[src/sdh_pkg.sv]
`timescale 1ns / 1ps
`default_nettype none
package sdh_pkg;
  localparam logic [63:0] K_SM1 = 64'hbf58476d1ce4e5b9;
  localparam logic [63:0] K_SM2 = 64'h94d049bb133111eb;
  localparam logic [63:0] K_SM3 = 64'hC13FA9A902A6328F;
  localparam logic [63:0] K_PX  = 64'h4C957F2D8A1E6B3C;
  localparam logic [63:0] K_M1  = 64'h7297352743776A1B;
  localparam logic [63:0] K_PY  = 64'hD3E99E3B6C1A4F78;
  localparam logic [63:0] K_M2  = 64'h6955927086495225;
  localparam logic [63:0] K_PZ  = 64'h8F142FC07892A5B6;
  localparam logic [63:0] K_M3  = 64'h91E10DA5C79E7B1D;
  localparam logic [63:0] K_PHI = 64'h9E3779B97F4A7C15;
  localparam logic [63:0] K_IV  = 64'h6A09E667F3BCC908;
  localparam int DIGIT_W = 4;
  localparam int MUL_STEPS = 64 / DIGIT_W;
endpackage
`default_nettype wire

[src/sdh_if.sv]
`timescale 1ns / 1ps
`default_nettype none
interface sdh_in_if;
  logic valid;
  logic ready;
  logic [7:0] seed_byte;
  logic [15:0] message_length;
  logic first_byte;
  logic last_byte;
  modport source (output valid, seed_byte, message_length, first_byte, last_byte, input ready);
  modport sink (input valid, seed_byte, message_length, first_byte, last_byte, output ready);
endinterface

interface sdh_out_if;
  logic valid;
  logic ready;
  logic [63:0] digest;
  modport source (output valid, digest, input ready);
  modport sink (input valid, digest, output ready);
endinterface
`default_nettype wire

[src/sdh_mul.sv]
`timescale 1ns / 1ps
`default_nettype none
// 64x64 low-half multiply, one 4-bit digit of the multiplier per cycle
module sdh_mul (
  input  wire logic        clk,
  input  wire logic        rst,
  input  wire logic        start,
  input  wire logic [63:0] a,
  input  wire logic [63:0] b,
  output logic             done,
  output logic [63:0]      p
);
  import sdh_pkg::*;
  localparam int CW = $clog2(MUL_STEPS);
  logic [63:0] mcand;
  logic [63:0] mplier;
  logic [CW-1:0] cnt;
  logic busy;
  logic [63:0] part;

  assign part = mcand * {{(64-DIGIT_W){1'b0}}, mplier[DIGIT_W-1:0]};

  always_ff @(posedge clk) begin
    if (rst) begin
      busy <= 1'b0;
      done <= 1'b0;
      cnt  <= '0;
    end else begin
      done <= 1'b0;
      if (start) begin
        busy <= 1'b1;
        cnt  <= '0;
      end else if (busy) begin
        cnt <= cnt + 1'b1;
        if (cnt == CW'(MUL_STEPS - 1)) begin
          busy <= 1'b0;
          done <= 1'b1;
        end
      end
    end
  end

  always_ff @(posedge clk) begin
    if (start) begin
      mcand  <= a;
      mplier <= b;
      p      <= '0;
    end else if (busy) begin
      p      <= p + part;
      mcand  <= mcand << DIGIT_W;
      mplier <= mplier >> DIGIT_W;
    end
  end
endmodule
`default_nettype wire

[src/seed_digest_hash64.sv]
`timescale 1ns / 1ps
`default_nettype none
// seed digest: folds a byte message into one 64-bit value
// input channel in: one request per message byte with seed_byte, message_length,
//   first_byte (open from length) and last_byte (close and emit)
// output channel out: one digest request after each byte marked last
// every multiply runs on one shared digit-serial unit, 4 bits per cycle, with
//   operand setup before it and write-back after it
// a byte costs 9 multiplies plus the fold, xorshift and finish steps; a first
//   byte adds 3 multiplies for the opening mix, a last byte 3 more for the
//   closing mix and the hand-over
// one byte is in work at a time; in.ready is high only in idle
// a finished digest sits in the output register; the next byte is taken
//   while it waits, but a new digest waits until the old one is taken
// reset (rst, synchronous) clears the running hash to zero and the output valid
module seed_digest_hash64 (
  input wire logic clk,
  input wire logic rst,
  sdh_in_if.sink   in,
  sdh_out_if.source out
);
  import sdh_pkg::*;

  typedef enum logic [5:0] {
    S_IDLE = 6'b000001,
    S_MUL  = 6'b000010,
    S_WAIT = 6'b000100,
    S_STEP = 6'b001000,
    S_OUT  = 6'b010000,
    S_HOLD = 6'b100000
  } state_t;

  // micro-op sequence: index into program
  typedef enum logic [4:0] {
    P_OPEN0, P_OPEN1, P_OPEN2, P_OPEN3,
    P_FOLD,
    P_F0, P_F1, P_F2, P_F3,
    P_X1, P_M1, P_Y1, P_M2, P_Z1, P_M3, P_FIN,
    P_C0, P_C1, P_C2, P_C3,
    P_DONE
  } op_t;

  state_t state;
  op_t op;
  logic [63:0] hash;
  logic [63:0] v;
  logic [15:0] len;
  logic [7:0] byte_q;
  logic last_q;
  logic mul_start, mul_done;
  logic [63:0] mul_a, mul_b, mul_p;
  logic [63:0] fold;
  logic [63:0] v_next;
  op_t op_next;
  logic need_mul;

  sdh_mul u_mul (
    .clk(clk), .rst(rst), .start(mul_start), .a(mul_a), .b(mul_b),
    .done(mul_done), .p(mul_p)
  );

  assign fold = hash ^ ({56'd0, byte_q} + K_PHI + (hash << 6) + (hash >> 2));
  assign in.ready = (state == S_IDLE);

  // per op: operand setup (pre-multiply xorshift or shift) and which constant
  always_comb begin
    mul_a = v;
    mul_b = K_SM1;
    need_mul = 1'b1;
    unique case (op)
      P_OPEN0, P_F0, P_C0: begin mul_a = v ^ (v >> 30); mul_b = K_SM1; end
      P_OPEN1, P_F1, P_C1: begin mul_a = v ^ (v >> 27); mul_b = K_SM2; end
      P_OPEN2, P_F2, P_C2: begin mul_a = v ^ (v >> 31); mul_b = K_SM3; end
      P_X1: begin mul_a = v >> 12; mul_b = K_PX; end
      P_M1: begin mul_a = v; mul_b = K_M1; end
      P_Y1: begin mul_a = v >> 25; mul_b = K_PY; end
      P_M2: begin mul_a = v; mul_b = K_M2; end
      P_Z1: begin mul_a = v >> 27; mul_b = K_PZ; end
      P_M3: begin mul_a = v; mul_b = K_M3; end
      default: need_mul = 1'b0;
    endcase
  end

  // result of a finished multiply, and next op
  always_comb begin
    v_next = mul_p;
    op_next = op;
    unique case (op)
      P_OPEN0: op_next = P_OPEN1;
      P_OPEN1: op_next = P_OPEN2;
      P_OPEN2: op_next = P_OPEN3;
      P_F0: op_next = P_F1;
      P_F1: op_next = P_F2;
      P_F2: op_next = P_F3;
      P_X1: begin v_next = v ^ mul_p; op_next = P_M1; end
      P_M1: op_next = P_Y1;
      P_Y1: begin v_next = v ^ mul_p; op_next = P_M2; end
      P_M2: op_next = P_Z1;
      P_Z1: begin v_next = v ^ mul_p; op_next = P_M3; end
      P_M3: op_next = P_FIN;
      P_C0: op_next = P_C1;
      P_C1: op_next = P_C2;
      P_C2: op_next = P_C3;
      default: op_next = op;
    endcase
  end

  assign mul_start = (state == S_MUL);

  always_ff @(posedge clk) begin
    if (rst) begin
      state <= S_IDLE;
      hash <= '0;
      out.valid <= 1'b0;
      op <= P_FOLD;
    end else begin
      if (out.valid && out.ready) out.valid <= 1'b0;
      unique case (state)
        S_IDLE: if (in.valid) begin
          byte_q <= in.seed_byte;
          len <= in.message_length;
          last_q <= in.last_byte;
          if (in.first_byte) begin
            v <= {48'd0, in.message_length} + K_PHI;
            op <= P_OPEN0;
            state <= S_MUL;
          end else begin
            op <= P_FOLD;
            state <= S_STEP;
          end
        end
        S_MUL: state <= S_WAIT;
        S_WAIT: if (mul_done) begin
          v <= v_next;
          op <= op_next;
          state <= S_STEP;
        end
        S_STEP: begin
          if (need_mul) state <= S_MUL;
          else begin
            unique case (op)
              P_OPEN3: begin
                hash <= K_IV ^ (v ^ (v >> 29));
                op <= P_FOLD;
              end
              P_FOLD: begin
                v <= fold;
                op <= P_F0;
              end
              P_F3: begin
                v <= v ^ (v >> 29);
                op <= P_X1;
              end
              P_FIN: begin
                hash <= v ^ (v >> 13);
                v <= {48'd0, len};
                if (last_q) op <= P_C0;
                else state <= S_IDLE;
              end
              P_C3: begin
                v <= hash ^ (v ^ (v >> 29));
                state <= S_HOLD;
                op <= P_DONE;
              end
              default: state <= S_IDLE;
            endcase
          end
        end
        S_HOLD: if (!out.valid || out.ready) state <= S_OUT;
        S_OUT: begin
          out.valid <= 1'b1;
          out.digest <= v;
          state <= S_IDLE;
        end
        default: state <= S_IDLE;
      endcase
    end
  end

`ifndef SYNTH
  // a request is only taken when no byte is in work
  a_ready_idle: assert property (@(posedge clk) disable iff (rst)
    in.ready |-> (state == S_IDLE)) else $error("ready outside idle");
  // a new digest never overwrites one still waiting
  a_no_overwrite: assert property (@(posedge clk) disable iff (rst)
    (out.valid && !out.ready) |=> $stable(out.digest)) else $error("digest lost");
  // the multiplier never signals done right after a start
  a_mul_start: assert property (@(posedge clk) disable iff (rst)
    mul_start |=> !mul_done) else $error("mul restart");
`endif
endmodule
`default_nettype wire
[src/flat_wrapper.sv]
// flat-port wrapper written by rule: the top's interface ports become plain ports
module seed_digest_hash64_flat import sdh_pkg::*;
  (clk, rst, in_valid, in_seed_byte, in_message_length, in_first_byte, in_last_byte, in_ready, out_valid, out_digest, out_ready);
  sdh_in_if in_i ();
  sdh_out_if out_i ();
  input wire logic clk;
  input wire logic rst;
  input wire logic [$bits(in_i.valid)-1:0] in_valid;
  input wire logic [$bits(in_i.seed_byte)-1:0] in_seed_byte;
  input wire logic [$bits(in_i.message_length)-1:0] in_message_length;
  input wire logic [$bits(in_i.first_byte)-1:0] in_first_byte;
  input wire logic [$bits(in_i.last_byte)-1:0] in_last_byte;
  output wire logic [$bits(in_i.ready)-1:0] in_ready;
  output wire logic [$bits(out_i.valid)-1:0] out_valid;
  output wire logic [$bits(out_i.digest)-1:0] out_digest;
  input wire logic [$bits(out_i.ready)-1:0] out_ready;
  assign in_i.valid = in_valid;
  assign in_i.seed_byte = in_seed_byte;
  assign in_i.message_length = in_message_length;
  assign in_i.first_byte = in_first_byte;
  assign in_i.last_byte = in_last_byte;
  assign in_ready = in_i.ready;
  assign out_valid = out_i.valid;
  assign out_digest = out_i.digest;
  assign out_i.ready = out_ready;
  seed_digest_hash64 u_core (.clk(clk), .rst(rst), .in(in_i), .out(out_i));
endmodule
[config.mk]
export PLATFORM = sky130hd
export DESIGN_NAME = seed_digest_hash64_flat
export DESIGN_NICKNAME = d
export VERILOG_FILES = /design/src/sdh_pkg.sv /design/src/sdh_if.sv /design/src/sdh_mul.sv /design/src/seed_digest_hash64.sv /design/src/flat_wrapper.sv
export SDC_FILE = /design/constraint.sdc
export NUM_CORES = 2
export LEC_CHECK = 0
export BUFFER_PORTS_ARGS = -buffer_cell sky130_fd_sc_hd__buf_4
export CAP_MARGIN = 15
export CORE_MARGIN = 2
export CORE_UTILIZATION = 30
export DETAILED_ROUTE_END_ITERATION = 8
export PLACE_DENSITY_LB_ADDON = 0.2
export SETUP_SLACK_MARGIN = 0.4
export SYNTH_ARGS = -nofsm -noshare
export SYNTH_HDL_FRONTEND = slang
export SYNTH_SLANG_ARGS = --single-unit
[constraint.sdc]
create_clock -name clk -period 10.3 [get_ports clk]
set_clock_uncertainty 0.1 [all_clocks]
set_input_delay 1.03 -clock clk [delete_from_list [all_inputs] [get_ports clk]]
set_output_delay 1.03 -clock clk [all_outputs]
set_load 0.005 [all_outputs]
==> summary.txt <==
Run status
  • Status: complete, but fails checks
  • Failing checks: design-rule violations

STA
  • Max Clock Freq: 167.7 MHz
  • Total Neg Setup Slack: 0 ns
  • Setup WS post-layout: 4.336 ns
  • Worst slew margin: 0.2208
  • Worst-Margin Slew: 1.169 ns
  • Final Hold Violating Endpoints: 0
  • Tmin final: 5.964 ns
  • # setup viols final: 0
  • Final worst-path cycle share: 0.5791
  • Slew Viols, Final: 0
  • RSZ-0062 raised after global routing: false

Layout
  • Commonest non-fill, non-tap cells in the layout: nand2_1, inv_1, nor2_1, a21oi_1, edfxtp_1
  • Most common cell after layout, fill and taps aside: nand2_1
  • Fin nets: 4744
  • FILL cells: 13.09k
  • Finished Core Util: 0.3340
  • Antenna diode instance count: 0
  • Layout cells sized above 1: 0.06801
  • Sequential cell area: 0.01136 mm2
  • Area of the multi-input gates: 0.02337 mm2
  • Syn-to-layout area delta: 10.20%

Power
  • Pwr dens: 244.0 mW/mm2
  • Peak VDD IR: 0.1380 mV
  • Comb power frac: 0.554
  • Int Power: 5.438 mW
  • Clock power share: 0.191
  • P_sw: 4.680 mW
  • Pleak: 16.40 nW
  • Reg power frac: 0.255
  • Sw Ratio: 0.4626

Logic synthesis
  • Avg Inst Size Synth: 8.441 um2
  • EDFF count, synth: 281
  • Post-synth top area share: 0.2243
  • Syn nets: 4863
  • Synth top area cells: edfxtp_1, fa_1, dfxtp_1
  • Cells after Synth: 4457
  • Post-synthesis async set-or-reset flop share: 0
  • Post-synth cell types: 82
  • Post-synthesis sequential area ratio: 0.3020
  • Yosys top cell by area: edfxtp_1
  • Warnings, synthesis: 0
  • Top FF cell, synth: edfxtp_1
  • Synthesized flop and latch total: 427
  • Netlist Area Pre-Place: 0.03762 mm2

Floorplan
  • Initial Util: 0.3031
  • Die Width: 358.1 um
  • Core Box Area: 0.1241 mm2
  • Die Ht: 358.1 um
  • IO Count: 96
  • # rows: 129
  • Die Footprint: 0.1283 mm2

Global routing
  • Aggregate global-route resource usage: 0.2100
  • Grt met1 use: 0.2730
  • First-pass GRT wire length: 204900 um
  • Grt peak-use layer: met2
  • GRT Residual Overflow: 0
  • Grt met2 use: 0.3552
  • Antenna violations before repair: 5
  • Number of global-route vias before repair: 32.11k
  • Met3 Usage GRT: 0.02911
  • Largest net degree at the start of global routing: 94

Clock network
  • # clock sinks: 427
  • Root Buffer: clkbuf_16
  • Post-CTS Setup Bufs: 0
  • PostCTS Resize Cnt: 0
  • Hold_buf cts: 0
  • Clock slew seen by the registers of the worst setup and hold paths: 0.06 ns
  • CTS tree: built
  • Clk Latency, worst-skew pair: 0.66 ns
  • Clock tree buffer depth: 3
  • H-tree depth: 2
  • Num CTS Buffers: 52

Place
  • Placement Setup Slack: 4.365 ns
  • DP HPWL: 98280 um
  • Final GP Congestion: 0.8750
  • # port buffers: 95

Setup path
  • Critical path arrival: 6.39 ns
  • Crit Path Max Fanout: 62
  • Crit. End Element: flop
  • Req. time, crit path: 10.73 ns
  • Startpoint Class: flop
  • Crit path kind: flop to flop

Routing
  • WL/cell: 22.64 um
  • Via Count: 32.47k
  • Post-DRT Antenna Nets: 0
  • Initial DRT Pass Iterations: 9
  • DR vias/cell: 5.395
  • Final WL: 136300 um
  • Iteration-0 DRC count of the detailed router: 3014
  • Residual DRC count: 19

Min path
  • Hold/Removal Path Class: flop to flop

Flow run
  • Max Cap Viol: 0
## sequential cells by signal (all words and copies together), names as in the netlist
name                 flops
u_core.state             6
u_core.u_mul.busy        1
u_core.op                5
u_core.u_mul.mplier     64
u_core.len              16
u_core.u_mul.mcand      64
u_core.hash             64
u_core.byte_q            8
u_core.u_mul.p          64
u_core.v                64
u_core.out.valid         1
u_core.last_q            1
u_core.u_mul.done        1
u_core.u_mul.cnt         4
u_core.out.digest       64
## final timing paths
path | start | cells after the start | slack [ns] | endpoint
max | u_core.u_mul.mplier[2]$_DFFE_PP_ | 18 | 4.34 | u_core.u_mul.p[63]$_SDFFE_PP0P_
min | u_core.hash[0]$_SDFFE_PP0P_ | 2 | 0.35 | u_core.hash[0]$_SDFFE_PP0P_
max reg2reg | u_core.u_mul.mplier[2]$_DFFE_PP_ | 18 | 4.34 | u_core.u_mul.p[63]$_SDFFE_PP0P_
min reg2reg | u_core.hash[0]$_SDFFE_PP0P_ | 2 | 0.35 | u_core.hash[0]$_SDFFE_PP0P_
## cell usage after synthesis (18+ instances only)
master / count
o221ai_1: 24
buf_1: 29
xor2_1: 82
clkbuf_1: 293
o21a_1: 18
nand3_1: 58
o22ai_1: 65
ha_1: 191
o21bai_1: 34
nand2_1: 501
buf_2: 21
o21ai_0: 268
a21oi_1: 304
inv_1: 440
a21o_1: 81
or3_1: 20
dfxtp_1: 146
a211oi_1: 35
nand4_1: 52
a222oi_1: 52
edfxtp_1: 281
fa_1: 185
nor2_1: 314
a31oi_1: 38
and2_1: 247
xnor2_1: 254
o31ai_1: 36
nor2b_1: 25
mux2i_1: 59
o211a_1: 23
nor3_1: 44
a221oi_1: 47
## critical path: stages, from the launching register on
cell      delay (ns)
edfxtp_1        0.32
buf_4           0.46
nand2_1         0.15
fa_1            0.56
fa_1            0.43
fa_1            0.49
inv_1           0.04
ha_1            0.32
a21o_1          0.19
a21o_1          0.22
a211oi_2        0.33
o21ai_0         0.21
a21oi_1         0.54
o21ai_1         0.31
a41oi_1         0.47
o311a_1         0.28
a21oi_1         0.10
mux2i_1         0.14
o21ai_0         0.10
## final cells by class
class,count,share of cell area
multi-input cells,3244,0.5637
repair buffers,173,0.03133
clock buffers,67,0.03374
inverters,440,0.03996
clock inverters,31,0.007847
flip-flops and latches,427,0.2741
well taps,1637,0.04940
## cell families after synthesis
kind of cell    Yosys count  synth area share
fa+ha+maj               376            0.1620
buf+inv                 786           0.07929
compound gates         1139            0.1976
simple gates           1334            0.1653
mux                      59           0.01570
xor+xnor                336           0.07822
flops                   427            0.3020
## through the flow
| stage | instances | instance area, um2 | total power [mW] | hold slack, ns |
|---|---|---|---|---|
| floorplan | 4457 | 37620 | 6.593 | 0.3206 |
| global placement | 5921 | 39730 | 8.231 | 0.3392 |
| detailed placement | 5921 | 39730 | 8.223 | 0.3441 |
| CTS | 6019 | 41460 | 10.20 | 0.3525 |
| global route | 6019 | 41460 | 10.95 | 0.3763 |
| finish | 6019 | 41460 | 10.12 | 0.3529 |
## routing by layer
metal	share of wire	up-vias
met3	0.062	193
met5	0	-
met1	0.43	16100
li1	-	15130
met2	0.48	1050
met4	0.038	0
## power groups by stage
stage / Sequential [mW] / Clock, mW / Combinational (mW)
floorplan: 2.34 / 0 / 4.26
global placement: 2.62 / 0 / 5.61
detailed placement: 2.62 / 0 / 5.60
CTS: 2.59 / 1.97 / 5.64
global route: 2.60 / 2.03 / 6.32
finish: 2.58 / 1.93 / 5.61
No activity file was read; power rests on OpenSTA's default activity.
